**src/design/led_blink_refresh_controller_unit_assert.svh**
```systemverilog
// ---------------------------------------------------------------------------
// LED blink/refresh controller assertion macros
// Concurrent check helpers; they compile to nothing when SYNTHESIS is set.
// ---------------------------------------------------------------------------
`ifndef LED_BLINK_REFRESH_CONTROLLER_UNIT_ASSERT_SVH
`define LED_BLINK_REFRESH_CONTROLLER_UNIT_ASSERT_SVH
`ifndef SYNTHESIS
// same-cycle implication
`define LBRC_ASSERT_IMP(lbl, clk, rst_n, ante, cons) \
	lbl: assert property (@(posedge clk) disable iff (!rst_n) (ante) |-> (cons)) \
		else $error("lbrc assertion failed");
// next-cycle implication
`define LBRC_ASSERT_NEXT(lbl, clk, rst_n, ante, cons) \
	lbl: assert property (@(posedge clk) disable iff (!rst_n) (ante) |=> (cons)) \
		else $error("lbrc assertion failed");
`else
`define LBRC_ASSERT_IMP(lbl, clk, rst_n, ante, cons)
`define LBRC_ASSERT_NEXT(lbl, clk, rst_n, ante, cons)
`endif
`endif

```
**src/design/lbrc_pkg.sv**
```systemverilog
// ---------------------------------------------------------------------------
// LED blink/refresh controller package
// Request codes, register indexes and reset periods.
// ---------------------------------------------------------------------------
package lbrc_pkg;

	localparam int PatternWidth = 7;
	localparam int IndexWidth   = 3;
	localparam int CountWidth   = 16;
	localparam int CfgIdxWidth  = 8;

	localparam logic [CountWidth-1:0] REFRESH_PERIOD_RST = 16'd10;
	localparam logic [CountWidth-1:0] BLINK_PERIOD_RST   = 16'd500;

	// configuration register indexes
	localparam logic [CfgIdxWidth-1:0] CFG_REFRESH_PERIOD = 8'd0;
	localparam logic [CfgIdxWidth-1:0] CFG_BLINK_PERIOD   = 8'd1;

	typedef enum logic [3:0] {
		REQ_TICK          = 4'd0,
		REQ_ON            = 4'd1,
		REQ_OFF           = 4'd2,
		REQ_BLINK_ON      = 4'd3,
		REQ_BLINK_OFF     = 4'd4,
		REQ_ALL_ON        = 4'd5,
		REQ_ALL_OFF       = 4'd6,
		REQ_ALL_BLINK_ON  = 4'd7,
		REQ_ALL_BLINK_OFF = 4'd8
	} req_t;

endpackage

```
**src/design/led_blink_refresh_controller_unit.sv**
```systemverilog
// ---------------------------------------------------------------------------
// LED blink/refresh controller
// Per-LED steady, blink-enable and image bits; ticks drive a refresh counter
// that latches images onto the pattern and a blink counter that flashes LEDs.
// ---------------------------------------------------------------------------
// channel | signals                              | direction
// in      | in_valid/in_ready, req_type, led_index | beat in
// out     | out_valid/out_ready, led_pattern     | beat out
// cfg     | cfg_valid/cfg_ready, cfg_index, cfg_data | register write
//
// One beat per clock while out_ready holds; an accepted beat passes through the
// input register, then the state update into the result register.
// cfg_ready is always high; writes land in the period registers and take
// effect at the next counter reload.
// Reset restores default periods, loads counters and clears all LED bits.
// A stalled result holds the update stage; the input register still takes a
// beat while the update stage is free or advancing.
// ---------------------------------------------------------------------------
`include "led_blink_refresh_controller_unit_assert.svh"

module led_blink_refresh_controller_unit
	import lbrc_pkg::*;
#(
	parameter int NUM_LEDS = 7
) (
	input  logic                    clk,
	input  logic                    arst_n,
	// request channel
	input  logic                    in_valid,
	output logic                    in_ready,
	input  logic [3:0]              req_type,
	input  logic [IndexWidth-1:0]   led_index,
	// result channel
	output logic                    out_valid,
	input  logic                    out_ready,
	output logic [PatternWidth-1:0] led_pattern,
	// configuration channel
	input  logic                    cfg_valid,
	output logic                    cfg_ready,
	input  logic [CfgIdxWidth-1:0]  cfg_index,
	input  logic [CountWidth-1:0]   cfg_data
);

	localparam logic [NUM_LEDS-1:0] LedMask = '1;

	// input register
	logic                  valid_s1;
	req_t                  req_s1;
	logic [IndexWidth-1:0] idx_s1;

	// state
	logic [CountWidth-1:0] refresh_period_q, blink_period_q;
	logic [CountWidth-1:0] refresh_count_q, blink_count_q;
	logic                  phase_q;
	logic [NUM_LEDS-1:0]   steady_q, enables_q, image_q, shown_q;

	logic [CountWidth-1:0] refresh_count_d, blink_count_d;
	logic                  phase_d;
	logic [NUM_LEDS-1:0]   steady_d, enables_d, image_d, shown_d;

	logic                  out_valid_q;
	logic [PatternWidth-1:0] pattern_q, pattern_d;

	logic                  advance, fire;
	logic [NUM_LEDS-1:0]   sel_bit;
	logic [CountWidth-1:0] refresh_dec, blink_dec;

	assign advance   = !out_valid_q || out_ready;
	assign fire      = valid_s1 && advance;
	assign in_ready  = !valid_s1 || advance;
	assign cfg_ready = 1'b1;
	assign out_valid   = out_valid_q;
	assign led_pattern = pattern_q;

	// one-hot LED select, empty when the index is out of range
	assign sel_bit = (int'(idx_s1) < NUM_LEDS) ?
		(NUM_LEDS'(1) << idx_s1) : '0;

	assign refresh_dec = refresh_count_q - 1'b1;
	assign blink_dec   = blink_count_q - 1'b1;

	// next state for the request in the input register
	always_comb begin
		refresh_count_d = refresh_count_q;
		blink_count_d   = blink_count_q;
		phase_d         = phase_q;
		steady_d        = steady_q;
		enables_d       = enables_q;
		image_d         = image_q;
		shown_d         = shown_q;
		unique case (req_s1)
			REQ_TICK: begin
				// refresh first: latch the image from before this tick's blink
				refresh_count_d = refresh_dec;
				if (refresh_dec == '0) begin
					refresh_count_d = refresh_period_q;
					shown_d         = image_q;
				end
				blink_count_d = blink_dec;
				if (blink_dec == '0) begin
					blink_count_d = blink_period_q;
					image_d = phase_q ? (image_q | enables_q) : (image_q & ~enables_q);
					phase_d = !phase_q;
				end
			end
			REQ_ON: begin
				image_d  = image_q | sel_bit;
				steady_d = steady_q | sel_bit;
			end
			REQ_OFF: begin
				image_d  = image_q & ~sel_bit;
				steady_d = steady_q & ~sel_bit;
			end
			REQ_BLINK_ON: enables_d = enables_q | sel_bit;
			REQ_BLINK_OFF: begin
				enables_d = enables_q & ~sel_bit;
				image_d   = (image_q & ~sel_bit) | (steady_q & sel_bit);
			end
			REQ_ALL_ON: begin
				image_d  = LedMask;
				steady_d = LedMask;
			end
			REQ_ALL_OFF: begin
				image_d  = '0;
				steady_d = '0;
			end
			REQ_ALL_BLINK_ON: enables_d = LedMask;
			REQ_ALL_BLINK_OFF: begin
				enables_d = '0;
				image_d   = steady_q;
			end
			default: ;
		endcase
	end

	// map latched bits onto the fixed-width pattern
	always_comb begin
		pattern_d = '0;
		for (int i = 0; i < PatternWidth; i++) begin
			if (i < NUM_LEDS) pattern_d[i] = shown_d[i % NUM_LEDS];
		end
	end

	// input register
	always_ff @(posedge clk or negedge arst_n) begin
		if (!arst_n) begin
			valid_s1 <= 1'b0;
		end else if (in_ready) begin
			valid_s1 <= in_valid;
		end
	end

	always_ff @(posedge clk) begin
		if (in_ready && in_valid) begin
			req_s1 <= req_t'(req_type);
			idx_s1 <= led_index;
		end
	end

	// period registers
	always_ff @(posedge clk or negedge arst_n) begin
		if (!arst_n) begin
			refresh_period_q <= REFRESH_PERIOD_RST;
			blink_period_q   <= BLINK_PERIOD_RST;
		end else if (cfg_valid) begin
			if (cfg_index == CFG_REFRESH_PERIOD) refresh_period_q <= cfg_data;
			if (cfg_index == CFG_BLINK_PERIOD)   blink_period_q   <= cfg_data;
		end
	end

	// LED state and counters
	always_ff @(posedge clk or negedge arst_n) begin
		if (!arst_n) begin
			refresh_count_q <= REFRESH_PERIOD_RST;
			blink_count_q   <= BLINK_PERIOD_RST;
			phase_q         <= 1'b0;
			steady_q        <= '0;
			enables_q       <= '0;
			image_q         <= '0;
			shown_q         <= '0;
		end else if (fire) begin
			refresh_count_q <= refresh_count_d;
			blink_count_q   <= blink_count_d;
			phase_q         <= phase_d;
			steady_q        <= steady_d;
			enables_q       <= enables_d;
			image_q         <= image_d;
			shown_q         <= shown_d;
		end
	end

	// result register
	always_ff @(posedge clk or negedge arst_n) begin
		if (!arst_n) begin
			out_valid_q <= 1'b0;
		end else if (advance) begin
			out_valid_q <= valid_s1;
		end
	end

	always_ff @(posedge clk) begin
		if (fire) pattern_q <= pattern_d;
	end

	// checks
	`LBRC_ASSERT_NEXT(a_refresh_latch, clk, arst_n, fire && req_s1 == REQ_TICK && refresh_count_q == 16'd1, shown_q == $past(image_q))
	`LBRC_ASSERT_IMP(a_steady_track, clk, arst_n, 1'b1, (image_q & ~enables_q) == (steady_q & ~enables_q))
	`LBRC_ASSERT_NEXT(a_fire_result, clk, arst_n, fire, out_valid_q)

endmodule
```
**config.mk**
```make
export PLATFORM = sky130hd
export DESIGN_NAME = led_blink_refresh_controller_unit
export DESIGN_NICKNAME = d
export VERILOG_FILES = /design/src/design/lbrc_pkg.sv /design/src/design/led_blink_refresh_controller_unit.sv
export VERILOG_INCLUDE_DIRS = /design/src /design/src/design
export SDC_FILE = /design/constraint.sdc
export NUM_CORES = 1
export LEC_CHECK = 0
export BUFFER_PORTS_ARGS = -buffer_cell sky130_fd_sc_hd__buf_2
export CAP_MARGIN = 40
export CORE_MARGIN = 2
export CORE_UTILIZATION = 25
export CTS_BUF_LIST = sky130_fd_sc_hd__clkbuf_4
export DETAILED_ROUTE_END_ITERATION = 10
export GPL_TIMING_DRIVEN = 0
export PLACE_DENSITY = 0.4
export SYNTH_ARGS = -nofsm -noshare
export SYNTH_HDL_FRONTEND = slang
export SYNTH_SLANG_ARGS = --single-unit
```
**constraint.sdc**
```tcl
create_clock -name clk -period 3.6 [get_ports clk]
set_clock_uncertainty 0.05 [all_clocks]
set_input_delay 0.36 -clock clk [delete_from_list [all_inputs] [get_ports clk]]
set_output_delay 0.36 -clock clk [all_outputs]
set_load 0.02 [all_outputs]
```
==> flow_metrics.py, run 1 <==
metrics = {
    "synth": {
        "netlist_area_um2": 5940,
        "ys_seq_area_share_pct": 47.4,
        "synth_warnings": 0,
        "yosysMostFrequentCell": "dfrtp_1",
        "synthCells": 579,
        "synth_top_area_share_pct": 33.3,
        "synth_ff_type": "dfrtp_1",
        "synth.largest_area_cell": "dfrtp_1",
        "synthArstFlopShare_pct": 87.2,
        "syn_avg_cell_area_um2": 10.3,
        "synth_cell_type_count": 68,
        "synth-edff-count": 14,
        "synth_nets": 619,
        "netlist_top_cells_area": "dfrtp_1 33%, mux2_2 7.4%, dfstp_2 7.1%",
        "synth_commonest_cells": "79 x dfrtp_1, 46 x a21oi_1, 43 x nor2_1, 39 x mux2_2, 39 x o21ai_0",
        "ys_seq_elements": 109,
    },
    "layout": {
        "ff_latch_area_um2": 2820,
        "layout.nets": 697,
        "layout.cells.non_filler": 982,
        "layout.filler_cells": 2471,
        "multi_input_area_um2": 2940,
        "area_delta_synth_final_pct": 17.3,
        "drive_gt1_share_pct": 23.0,
    },
    "timing": {
        "maxSlewViolCount": 0,
        "timing_hold_violations_final": 0,
        "fin_crit_sh_pct": 86.2,
        "rsz0062_at_grt": "false",
        "layout_min_cycle_time_ns": 3.10,
        "slew_headroom_pct": 42.9,
        "setup_viol": 0,
        "worst_slack_ns": 0.497,
        "fin_setup_tns_ns": 0,
        "worstMarginPinSlew_ns": 0.850,
        "max_freq_ghz": 0.322,
    },
    "floorplanning": {
        "start_util_pct": 25.4,
        "die_height_um": 158,
        "ioPinCount": 46,
        "rows": 56,
        "die_area_um2": 25000,
        "coreArea_um2": 23400,
        "die_x_um": 158,
    },
    "worst_setup_path": {
        "worstPathArrival_ns": 3.50,
        "timing.rr.end": "refresh_count_q[9]$_DFFE_PN0P_",
        "path_cells": "inv_1 > ha_1 > nor4b_2 > nand4_1 > xnor2_1 > nor4_4 > clkbuf_1 > a211oi_1 > nor2_1",
        "endpoint_kind": "flip-flop",
        "reg2reg_from": "refresh_count_q[0]$_DFFE_PN0P_",
        "slowest_stage": "nor4b_2",
        "rrSetupSlack_ns": 0.50,
        "crit_path_max_fanout": 10,
        "startpoint_type": "flip-flop",
        "cp.required_ns": 4.00,
        "critical_path_class": "flip-flop to flip-flop",
        "reg2reg_depth": 9,
        "slowest_delay_ns": 0.51,
    },
    "drt": {
        "dr.max_layer_used": "met4",
        "routed-wl-met3_um": 621,
        "wl_per_cell_um": 16.4,
        "viasPerCell": 4.87,
        "drt_wl_total_um": 16100,
        "drtIter0Drc": 209,
        "first_pass_iters": 6,
        "drtAntennaViolNets": 0,
        "wl_met2_um": 7390,
        "wl_met1_um": 7950,
        "drc": 0,
        "vias": 4785,
    },
    "clock_tree": {
        "cts.sinks": 109,
        "clk_root_buffer_cell": "clkbuf_4",
        "insertion_delay_ns": 0.53,
        "htree_levels": 3,
        "cts_tree": "done",
        "cts_made_buffers": 9,
        "clockBufferDepth": 2,
        "path_clk_slew_ns": 0.20,
    },
    "grt": {
        "track_usage_pct": 13.6,
        "grt_max_degree": 57,
        "antenna_found_initial": 1,
        "grt.overflow.total": 0,
        "grt_pass1_wl_um": 25900,
        "grt_pass1_vias": 4657,
    },
    "place": {
        "dp.cells": 945,
        "port-buffer-count": 44,
        "place_congestion": 0.801,
        "place_hpwl_um": 11900,
        "pre_cts_slack_ns": 0.292,
    },
    "run_status": {
        "status": "completed",
    },
    "run": {
        "max_cap_viol_count": 0,
    },
    "min_path": {
        "hp-start": "cfg_data[3]",
        "min_path_cells": 2,
        "hold_class": "primary input to flip-flop",
        "holdPathEnd": "blink_period_q[3]$_DFFE_PN0P_",
    },
    "power": {
        "ir_drop_mv": 0.183,
        "p_leak_nw": 2.80,
        "p_per_area_nw_per_um2": 469,
    },
}
stage by stage:
stage	power, mW	hold WS, ns	instance area (µm²)	util (%)
floorplan	2.32	0.0144	5940	-
global placement	2.59	0.422	6560	28.0
detailed placement	2.61	0.366	6600	28.2
CTS	3.31	0.0144	6960	29.7
global route	3.51	0.0169	6970	29.8
finish	3.27	0.0567	6970	29.8
cell families (layout without fill, tap and decap cells):
logic type               Yosys count  in the layout  synth area share [%]
AO/OA/AOI/OAI                    162            162                  17.6
XOR/XNOR                           9              9                  2.09
adder cells (fa/ha/maj)            4              4                 0.842
buffers and inverters             42            125                  3.26
flip-flops                       109            109                  47.4
multiplexers                      47             47                  9.33
other                              1              2                0.0631
AND/OR/NAND/NOR                  205            205                  19.4
power breakdown:
| group | leakage, nW | switching [mW] | internal [mW] | total [mW] |
|---|---|---|---|---|
| registers | 1.33 | 0.217 | 1.47 | 1.69 |
| logic | 1.39 | 0.506 | 0.403 | 0.909 |
| clock network | 0.0822 | 0.500 | 0.171 | 0.671 |
state kept, by name, indices dropped and copies added (netlist names), named ones only:
name	count
steady_q	7
enables_q	7
out_valid	1
idx_s1	3
refresh_period_q	16
phase_q	1
valid_s1	1
shown_q	7
blink_period_q	16
led_pattern	7
blink_count_q	16
refresh_count_q	16
req_s1	4
metal layers:
layer  track usage (%)  up-vias
met5                 0        -
met4              3.30        0
met3              2.46       12
met2              21.2       89
met1              19.4     2381
li1                  -     2303
worst max path at each step:
stage | slack (ns) | endpoint | startpoint
floorplan | 0.90 | shown_q[0]$_DFFE_PN0P_ | refresh_count_q[2]$_DFFE_PN0P_
global placement | 0.23 | led_pattern[3]$_DFFE_PP_ | refresh_count_q[0]$_DFFE_PN0P_
detailed placement | 0.29 | led_pattern[3]$_DFFE_PP_ | refresh_count_q[0]$_DFFE_PN0P_
CTS | 0.25 | refresh_count_q[9]$_DFFE_PN0P_ | refresh_count_q[0]$_DFFE_PN0P_
global route | 0.30 | refresh_count_q[8]$_DFFE_PN0P_ | refresh_count_q[0]$_DFFE_PN0P_
finish | 0.50 | refresh_count_q[9]$_DFFE_PN0P_ | refresh_count_q[0]$_DFFE_PN0P_
layout by cell type (no fill, tap or decap), drive strengths merged, types with 7 or more instances in the layout:
master / netlist / routed
nand3: 28 / 28
nand2b: 12 / 12
edfxtp: 14 / 14
o31ai: 15 / 15
nand2: 36 / 36
or3: 10 / 10
inv: 7 / 9
o21ai: 41 / 41
a211oi: 15 / 15
buf: 8 / 55
nor3: 18 / 18
a21oi: 46 / 46
o211a: 8 / 8
mux2: 46 / 46
nor2b: 7 / 7
nor2: 43 / 43
dfrtp: 79 / 79
a22oi: 9 / 9
dlygate4sd3: 0 / 20
dfstp: 16 / 16
xnor2: 8 / 8
nor3b: 7 / 7
nor4: 7 / 7
clkbuf: 27 / 36
o22ai: 7 / 7
critical path: cells and delay by family (launching register included):
family | cells | cell delay, ns
AND/OR/NAND/NOR | 4 | 1.32
flip-flops | 1 | 0.46
buffers and inverters | 2 | 0.57
adder cells (fa/ha/maj) | 1 | 0.24
AO/OA/AOI/OAI | 1 | 0.18
XOR/XNOR | 1 | 0.24
timing repair:
action                                 4_1_cts  5_1_grt
setup endpoints to repair                    0        2
gates resized for setup                      0        1
hold buffers                                20        0
buffers inserted                             0        0
endpoints found under the hold margin       58        0
area by class of cell:
cell class,instances,area share (%)
tap,319,5.73
buffer,35,2.41
antenna,1,0.0359
multi-input combinational,428,42.1
sequential,109,40.4
inverter,7,0.377
timing repair buffer,67,6.61
clock buffer,9,0.970
clock inverter,7,1.31
No activity file was read; power rests on OpenSTA's default activity.
==> inputs of run 2 (changes only) <==
==> constraint.sdc (replaced) <==
create_clock -name clk -period 3.7 [get_ports clk]
set_clock_uncertainty 0.05 [all_clocks]
set_input_delay 0.37 -clock clk [delete_from_list [all_inputs] [get_ports clk]]
set_output_delay 0.37 -clock clk [all_outputs]
set_load 0.02 [all_outputs]
==> run 2 against run 1 <==
  * Register-to-register slack got worse by 0.14 ns
  * Die area did not move
  * Critical path depth unchanged
  * Highest routed layer unchanged
  * Power decreased by 2.8%
  * Wire length down 0.39%
  * Worst hold slack improved by 0.015 ns
  * Sequential cell count did not move
==> flow_metrics.py, run 2 (synthesized netlist as in run 1, its figures left out) <==
metrics = {
    "clock_tree": {
        "clk_root_buffer_cell": "clkbuf_4",
        "cts_tree": "done",
        "path_clk_slew_ns": 0.19,
        "cts_made_buffers": 9,
        "cts_setup_buffers": 0,
        "insertion_delay_ns": 0.53,
        "htree_levels": 3,
        "clockBufferDepth": 2,
        "cts.sinks": 109,
        "ctsHoldBuffers": 19,
        "cts-resized-gates": 0,
    },
    "layout": {
        "area_delta_synth_final_pct": 17.2,
        "layout_commonest_cell": "dfrtp_1",
        "layout.filler_cells": 2472,
        "drive_gt1_share_pct": 22.8,
        "layout.cells.non_filler": 982,
        "postLayoutCellArea_um2": 6960,
        "final_cell_mix": "79 x dfrtp_1, 46 x a21oi_1, 46 x buf_2, 43 x nor2_1",
        "layout.nets": 697,
    },
    "grt": {
        "grt.overflow.total": 0,
        "grt_pass1_wl_um": 25900,
        "grt_max_degree": 57,
        "antenna_found_initial": 1,
        "track_usage_pct": 13.5,
        "grt_pass1_vias": 4632,
    },
    "place": {
        "pre_cts_slack_ns": 0.392,
        "port-buffer-count": 44,
        "dp.cells": 945,
        "place_congestion": 0.801,
        "placed_area_um2": 6600,
        "place_hpwl_um": 11900,
    },
    "worst_setup_path": {
        "slowest_stage": "nor4b_1",
        "worstPathArrival_ns": 3.74,
        "critical_path_class": "flip-flop to flip-flop",
        "path_cells": "inv_1 > ha_1 > nor4b_1 > nand4_1 > xnor2_1 > nor4_4 > clkbuf_1 > a211oi_1 > nor2_1",
        "slowest_delay_ns": 0.74,
        "cp.required_ns": 4.09,
        "startpoint_type": "flip-flop",
        "crit_path_max_fanout": 10,
        "endpoint_kind": "flip-flop",
    },
    "timing": {
        "worst_slack_ns": 0.355,
        "rsz0062_at_grt": "false",
        "max_freq_ghz": 0.299,
        "slew_headroom_pct": 40.5,
        "worstMarginPinSlew_ns": 0.879,
        "fin_setup_tns_ns": 0,
        "fin_crit_sh_pct": 90.4,
        "layout_min_cycle_time_ns": 3.34,
        "timing_hold_violations_final": 0,
        "setup_viol": 0,
        "maxSlewViolCount": 0,
    },
    "floorplanning": {
        "ioPinCount": 46,
        "start_util_pct": 25.4,
        "die_height_um": 158,
        "coreArea_um2": 23400,
        "die_area_um2": 25000,
        "rows": 56,
        "die_x_um": 158,
    },
    "power": {
        "p_leak_nw": 2.80,
        "ir_drop_mv": 0.177,
        "p_per_area_nw_per_um2": 457,
    },
    "drt": {
        "wl_per_cell_um": 16.4,
        "drtAntennaViolNets": 0,
        "viasPerCell": 4.85,
        "drc": 0,
        "drt_wl_total_um": 16100,
        "vias": 4761,
        "first_pass_iters": 5,
        "drtIter0Drc": 253,
    },
    "run_status": {
        "status": "completed",
    },
    "min_path": {
        "hold_class": "primary input to flip-flop",
    },
    "run": {
        "max_cap_viol_count": 0,
    },
}
[run 2: layout make-up]
cell class / count / area [µm²] / share of cell area, %
inverters: 7 / 26.3 / 0.377
well taps: 319 / 399 / 5.73
diodes: 1 / 2.50 / 0.0359
multi-input cells: 428 / 2930 / 42.1
flip-flops and latches: 109 / 2820 / 40.5
repair buffers: 67 / 460 / 6.61
plain buffers: 35 / 168 / 2.41
clock inverters: 7 / 91.3 / 1.31
clock buffers: 9 / 67.6 / 0.971
[run 2: report_power, final]
part	internal, mW	switching, mW	leakage [nW]	total, mW
combinational	0.392	0.491	1.39	0.883
sequential	1.43	0.211	1.33	1.64
clock	0.167	0.486	0.0822	0.653
[run 2: worst max-delay path, delay by kind of cell (launching register included)]
| kind | cells | cell delay, ns |
|---|---|---|
| AND/OR/NAND/NOR | 4 | 1.56 |
| buffers and inverters | 2 | 0.56 |
| flip-flops | 1 | 0.46 |
| XOR/XNOR | 1 | 0.25 |
| adder cells (fa/ha/maj) | 1 | 0.24 |
| AO/OA/AOI/OAI | 1 | 0.17 |
[run 2: through the flow]
step / hold WS, ns / utilization (%) / power, mW
3_3_place_gp: 0.422 / 28.0 / 2.52
2_1_floorplan: 0.0244 / - / 2.26
5_1_grt: 0.0269 / 29.7 / 3.41
4_1_cts: 0.00228 / 29.7 / 3.22
3_5_place_dp: 0.376 / 28.2 / 2.54
6_report: 0.0715 / 29.7 / 3.18
[run 2: final timing paths]
check / from / to / slack (ns) / cells past startpoint
min in group asynchronous: arst_n / shown_q[0]$_DFFE_PN0P_ / 0.33 / 2
max in group asynchronous: arst_n / refresh_count_q[1]$_DFFE_PN1P_ / 2.52 / 3
worst min register to register: phase_q$_DFFE_PN0P_ / phase_q$_DFFE_PN0P_ / 0.44 / 1
worst max register to register: refresh_count_q[0]$_DFFE_PN0P_ / refresh_count_q[9]$_DFFE_PN0P_ / 0.36 / 9
worst max-delay path: refresh_count_q[0]$_DFFE_PN0P_ / refresh_count_q[9]$_DFFE_PN0P_ / 0.36 / 9
worst min-delay path: cfg_data[1] / blink_period_q[1]$_DFFE_PN0P_ / 0.07 / 2
[run 2: routing by layer]
| layer | GRT usage [%] | vias to the layer above | routed length (µm) |
|---|---|---|---|
| met5 | 0 | - | 0 |
| met4 | 3.30 | 0 | 152 |
| met3 | 2.46 | 12 | 575 |
| met2 | 21.1 | 77 | 7360 |
| met1 | 19.4 | 2373 | 7970 |
| li1 | - | 2299 | - |
==> inputs of run 3 (changes only) <==
--- a/config.mk
+++ b/config.mk
@@ -8,7 +8,6 @@
 export LEC_CHECK = 0
 export BUFFER_PORTS_ARGS = -buffer_cell sky130_fd_sc_hd__buf_2
 export CAP_MARGIN = 40
-export CORE_MARGIN = 2
 export CORE_UTILIZATION = 25
 export CTS_BUF_LIST = sky130_fd_sc_hd__clkbuf_4
 export DETAILED_ROUTE_END_ITERATION = 10
==> run 3 against run 2 <==
  * Maximum frequency grew 6.9%
  * Die area is 2.5% lower
  * Largest power group unchanged
  * Critical endpoint is now refresh_count_q[5]$_DFFE_PN0P_
  * Register-to-register slack improved by 0.22 ns
==> flow_metrics.py, run 3 (synthesized netlist as in run 1, its figures left out) <==
metrics = {
    "clock_tree": {
        "insertion_delay_ns": 0.51,
        "cts_setup_buffers": 0,
        "cts_tree": "done",
        "path_clk_slew_ns": 0.20,
        "cts_made_buffers": 9,
        "clockBufferDepth": 2,
        "htree_levels": 3,
        "cts.sinks": 109,
        "clk_root_buffer_cell": "clkbuf_4",
    },
    "worst_setup_path": {
        "reg2reg_from": "refresh_count_q[0]$_DFFE_PN0P_",
        "slowest_stage": "nor4_4",
        "slowest_delay_ns": 0.52,
        "critical_path.startpoint": "refresh_count_q[0]$_DFFE_PN0P_",
        "timing.rr.end": "refresh_count_q[5]$_DFFE_PN0P_",
        "cp-endpoint": "refresh_count_q[5]$_DFFE_PN0P_",
        "worstPathArrival_ns": 3.54,
        "rrSetupSlack_ns": 0.57,
        "startpoint_type": "flip-flop",
        "endpoint_kind": "flip-flop",
        "crit_path_max_fanout": 10,
        "cp.required_ns": 4.11,
        "path_cells": "inv_1 > ha_1 > nor4b_2 > nand4_1 > xnor2_1 > nor4_4 > clkbuf_1 > a211oi_1 > nor2_1",
        "critical_path_class": "flip-flop to flip-flop",
        "reg2reg_depth": 9,
    },
    "place": {
        "dp.cells": 945,
        "place_congestion": 0.787,
        "port-buffer-count": 44,
        "place_hpwl_um": 11900,
        "placed_area_um2": 6600,
        "pre_cts_slack_ns": 0.365,
    },
    "layout": {
        "final_cell_mix": "79 x dfrtp_1, 46 x a21oi_1, 46 x buf_2, 43 x nor2_1",
        "layout.nets": 690,
        "layout.cells.non_filler": 975,
        "fin_util_pct": 29.5,
        "postLayoutCellArea_um2": 6910,
        "area_delta_synth_final_pct": 16.3,
        "drive_gt1_share_pct": 23.4,
        "layout_commonest_cell": "dfrtp_1",
    },
    "drt": {
        "dr.max_layer_used": "met4",
        "routed-wl-met3_um": 417,
        "wl_per_cell_um": 16.5,
        "first_pass_iters": 4,
        "wl_met2_um": 7440,
        "drc": 0,
        "drt_wl_total_um": 16100,
        "wl_met1_um": 8010,
        "viasPerCell": 4.87,
        "drtAntennaViolNets": 0,
        "drtIter0Drc": 227,
        "vias": 4752,
    },
    "timing": {
        "fin_crit_sh_pct": 84.5,
        "rsz0062_at_grt": "false",
        "maxSlewViolCount": 0,
        "worstMarginPinSlew_ns": 0.871,
        "slew_headroom_pct": 41.5,
        "worst_slack_ns": 0.572,
        "setup_viol": 0,
        "max_freq_ghz": 0.320,
        "layout_min_cycle_time_ns": 3.13,
        "timing_hold_violations_final": 0,
        "whs_ns": 0.0552,
        "fin_setup_tns_ns": 0,
    },
    "run": {
        "max_cap_viol_count": 0,
    },
    "floorplanning": {
        "rows": 56,
        "die_x_um": 156,
        "die_area_um2": 24400,
        "start_util_pct": 25.4,
        "die_height_um": 156,
        "ioPinCount": 46,
        "coreArea_um2": 23400,
    },
    "power": {
        "p_per_area_nw_per_um2": 467,
        "p_leak_nw": 2.78,
        "power.total_mw": 3.23,
        "ir_drop_mv": 0.193,
    },
    "grt": {
        "grt.overflow.total": 0,
        "grt_max_degree": 53,
        "grt_pass1_vias": 4795,
        "track_usage_pct": 13.9,
        "antenna_found_initial": 1,
        "grt_pass1_wl_um": 26000,
    },
    "run_status": {
        "status": "completed",
    },
    "min_path": {
        "min_path_cells": 2,
        "hold_class": "primary input to flip-flop",
    },
}
run 3: worst min path at each step:
stage	startpoint	end	slack (ns)
floorplan	arst_n	async pin	0.02
global placement	refresh_period_q[4]$_DFFE_PN0P_	refresh_count_q[4]$_DFFE_PN0P_	0.42
detailed placement	arst_n	shown_q[3]$_DFFE_PN0P_	0.41
CTS	cfg_data[13]	blink_period_q[13]$_DFFE_PN0P_	0.002
global route	cfg_data[0]	blink_period_q[0]$_DFFE_PN0P_	0.004
finish	cfg_data[13]	refresh_period_q[13]$_DFFE_PN0P_	0.06
run 3: final cells by class:
cell class,count,area [µm²]
fill,2498,16500
clock inverter,7,108
sequential,109,2820
antenna,1,2.50
buffer,35,168
tap,319,399
inverter,7,26.3
clock buffer,9,67.6
timing repair buffer,60,385
multi-input combinational,428,2940
run 3: power by group:
group	switching (mW)	internal (mW)
Clock	0.472	0.230
Combinational	0.490	0.388
Sequential	0.212	1.43
run 3: routing by layer:
layer	global-route usage [%]	up-vias
met4	4.06	0
met5	0	-
met2	22.0	71
li1	-	2292
met1	19.5	2373
met3	2.31	16
run 3: critical path, delay by kind of cell, from the launching register on:
family                     cells  cell delay [ns]
and+or+nand+nor                4             1.29
DFF                            1             0.47
buffers and inverters          2             0.61
xor gates and xnor gates       1             0.23
AOI/OAI and AO/OA              1             0.16
adders and majority gates      1             0.25
run 3: what timing repair did:
action,in CTS,in global routing
hold endpoints to repair,53,1
setup endpoints to repair,0,9
gates resized for setup,0,1
hold buffers,11,1
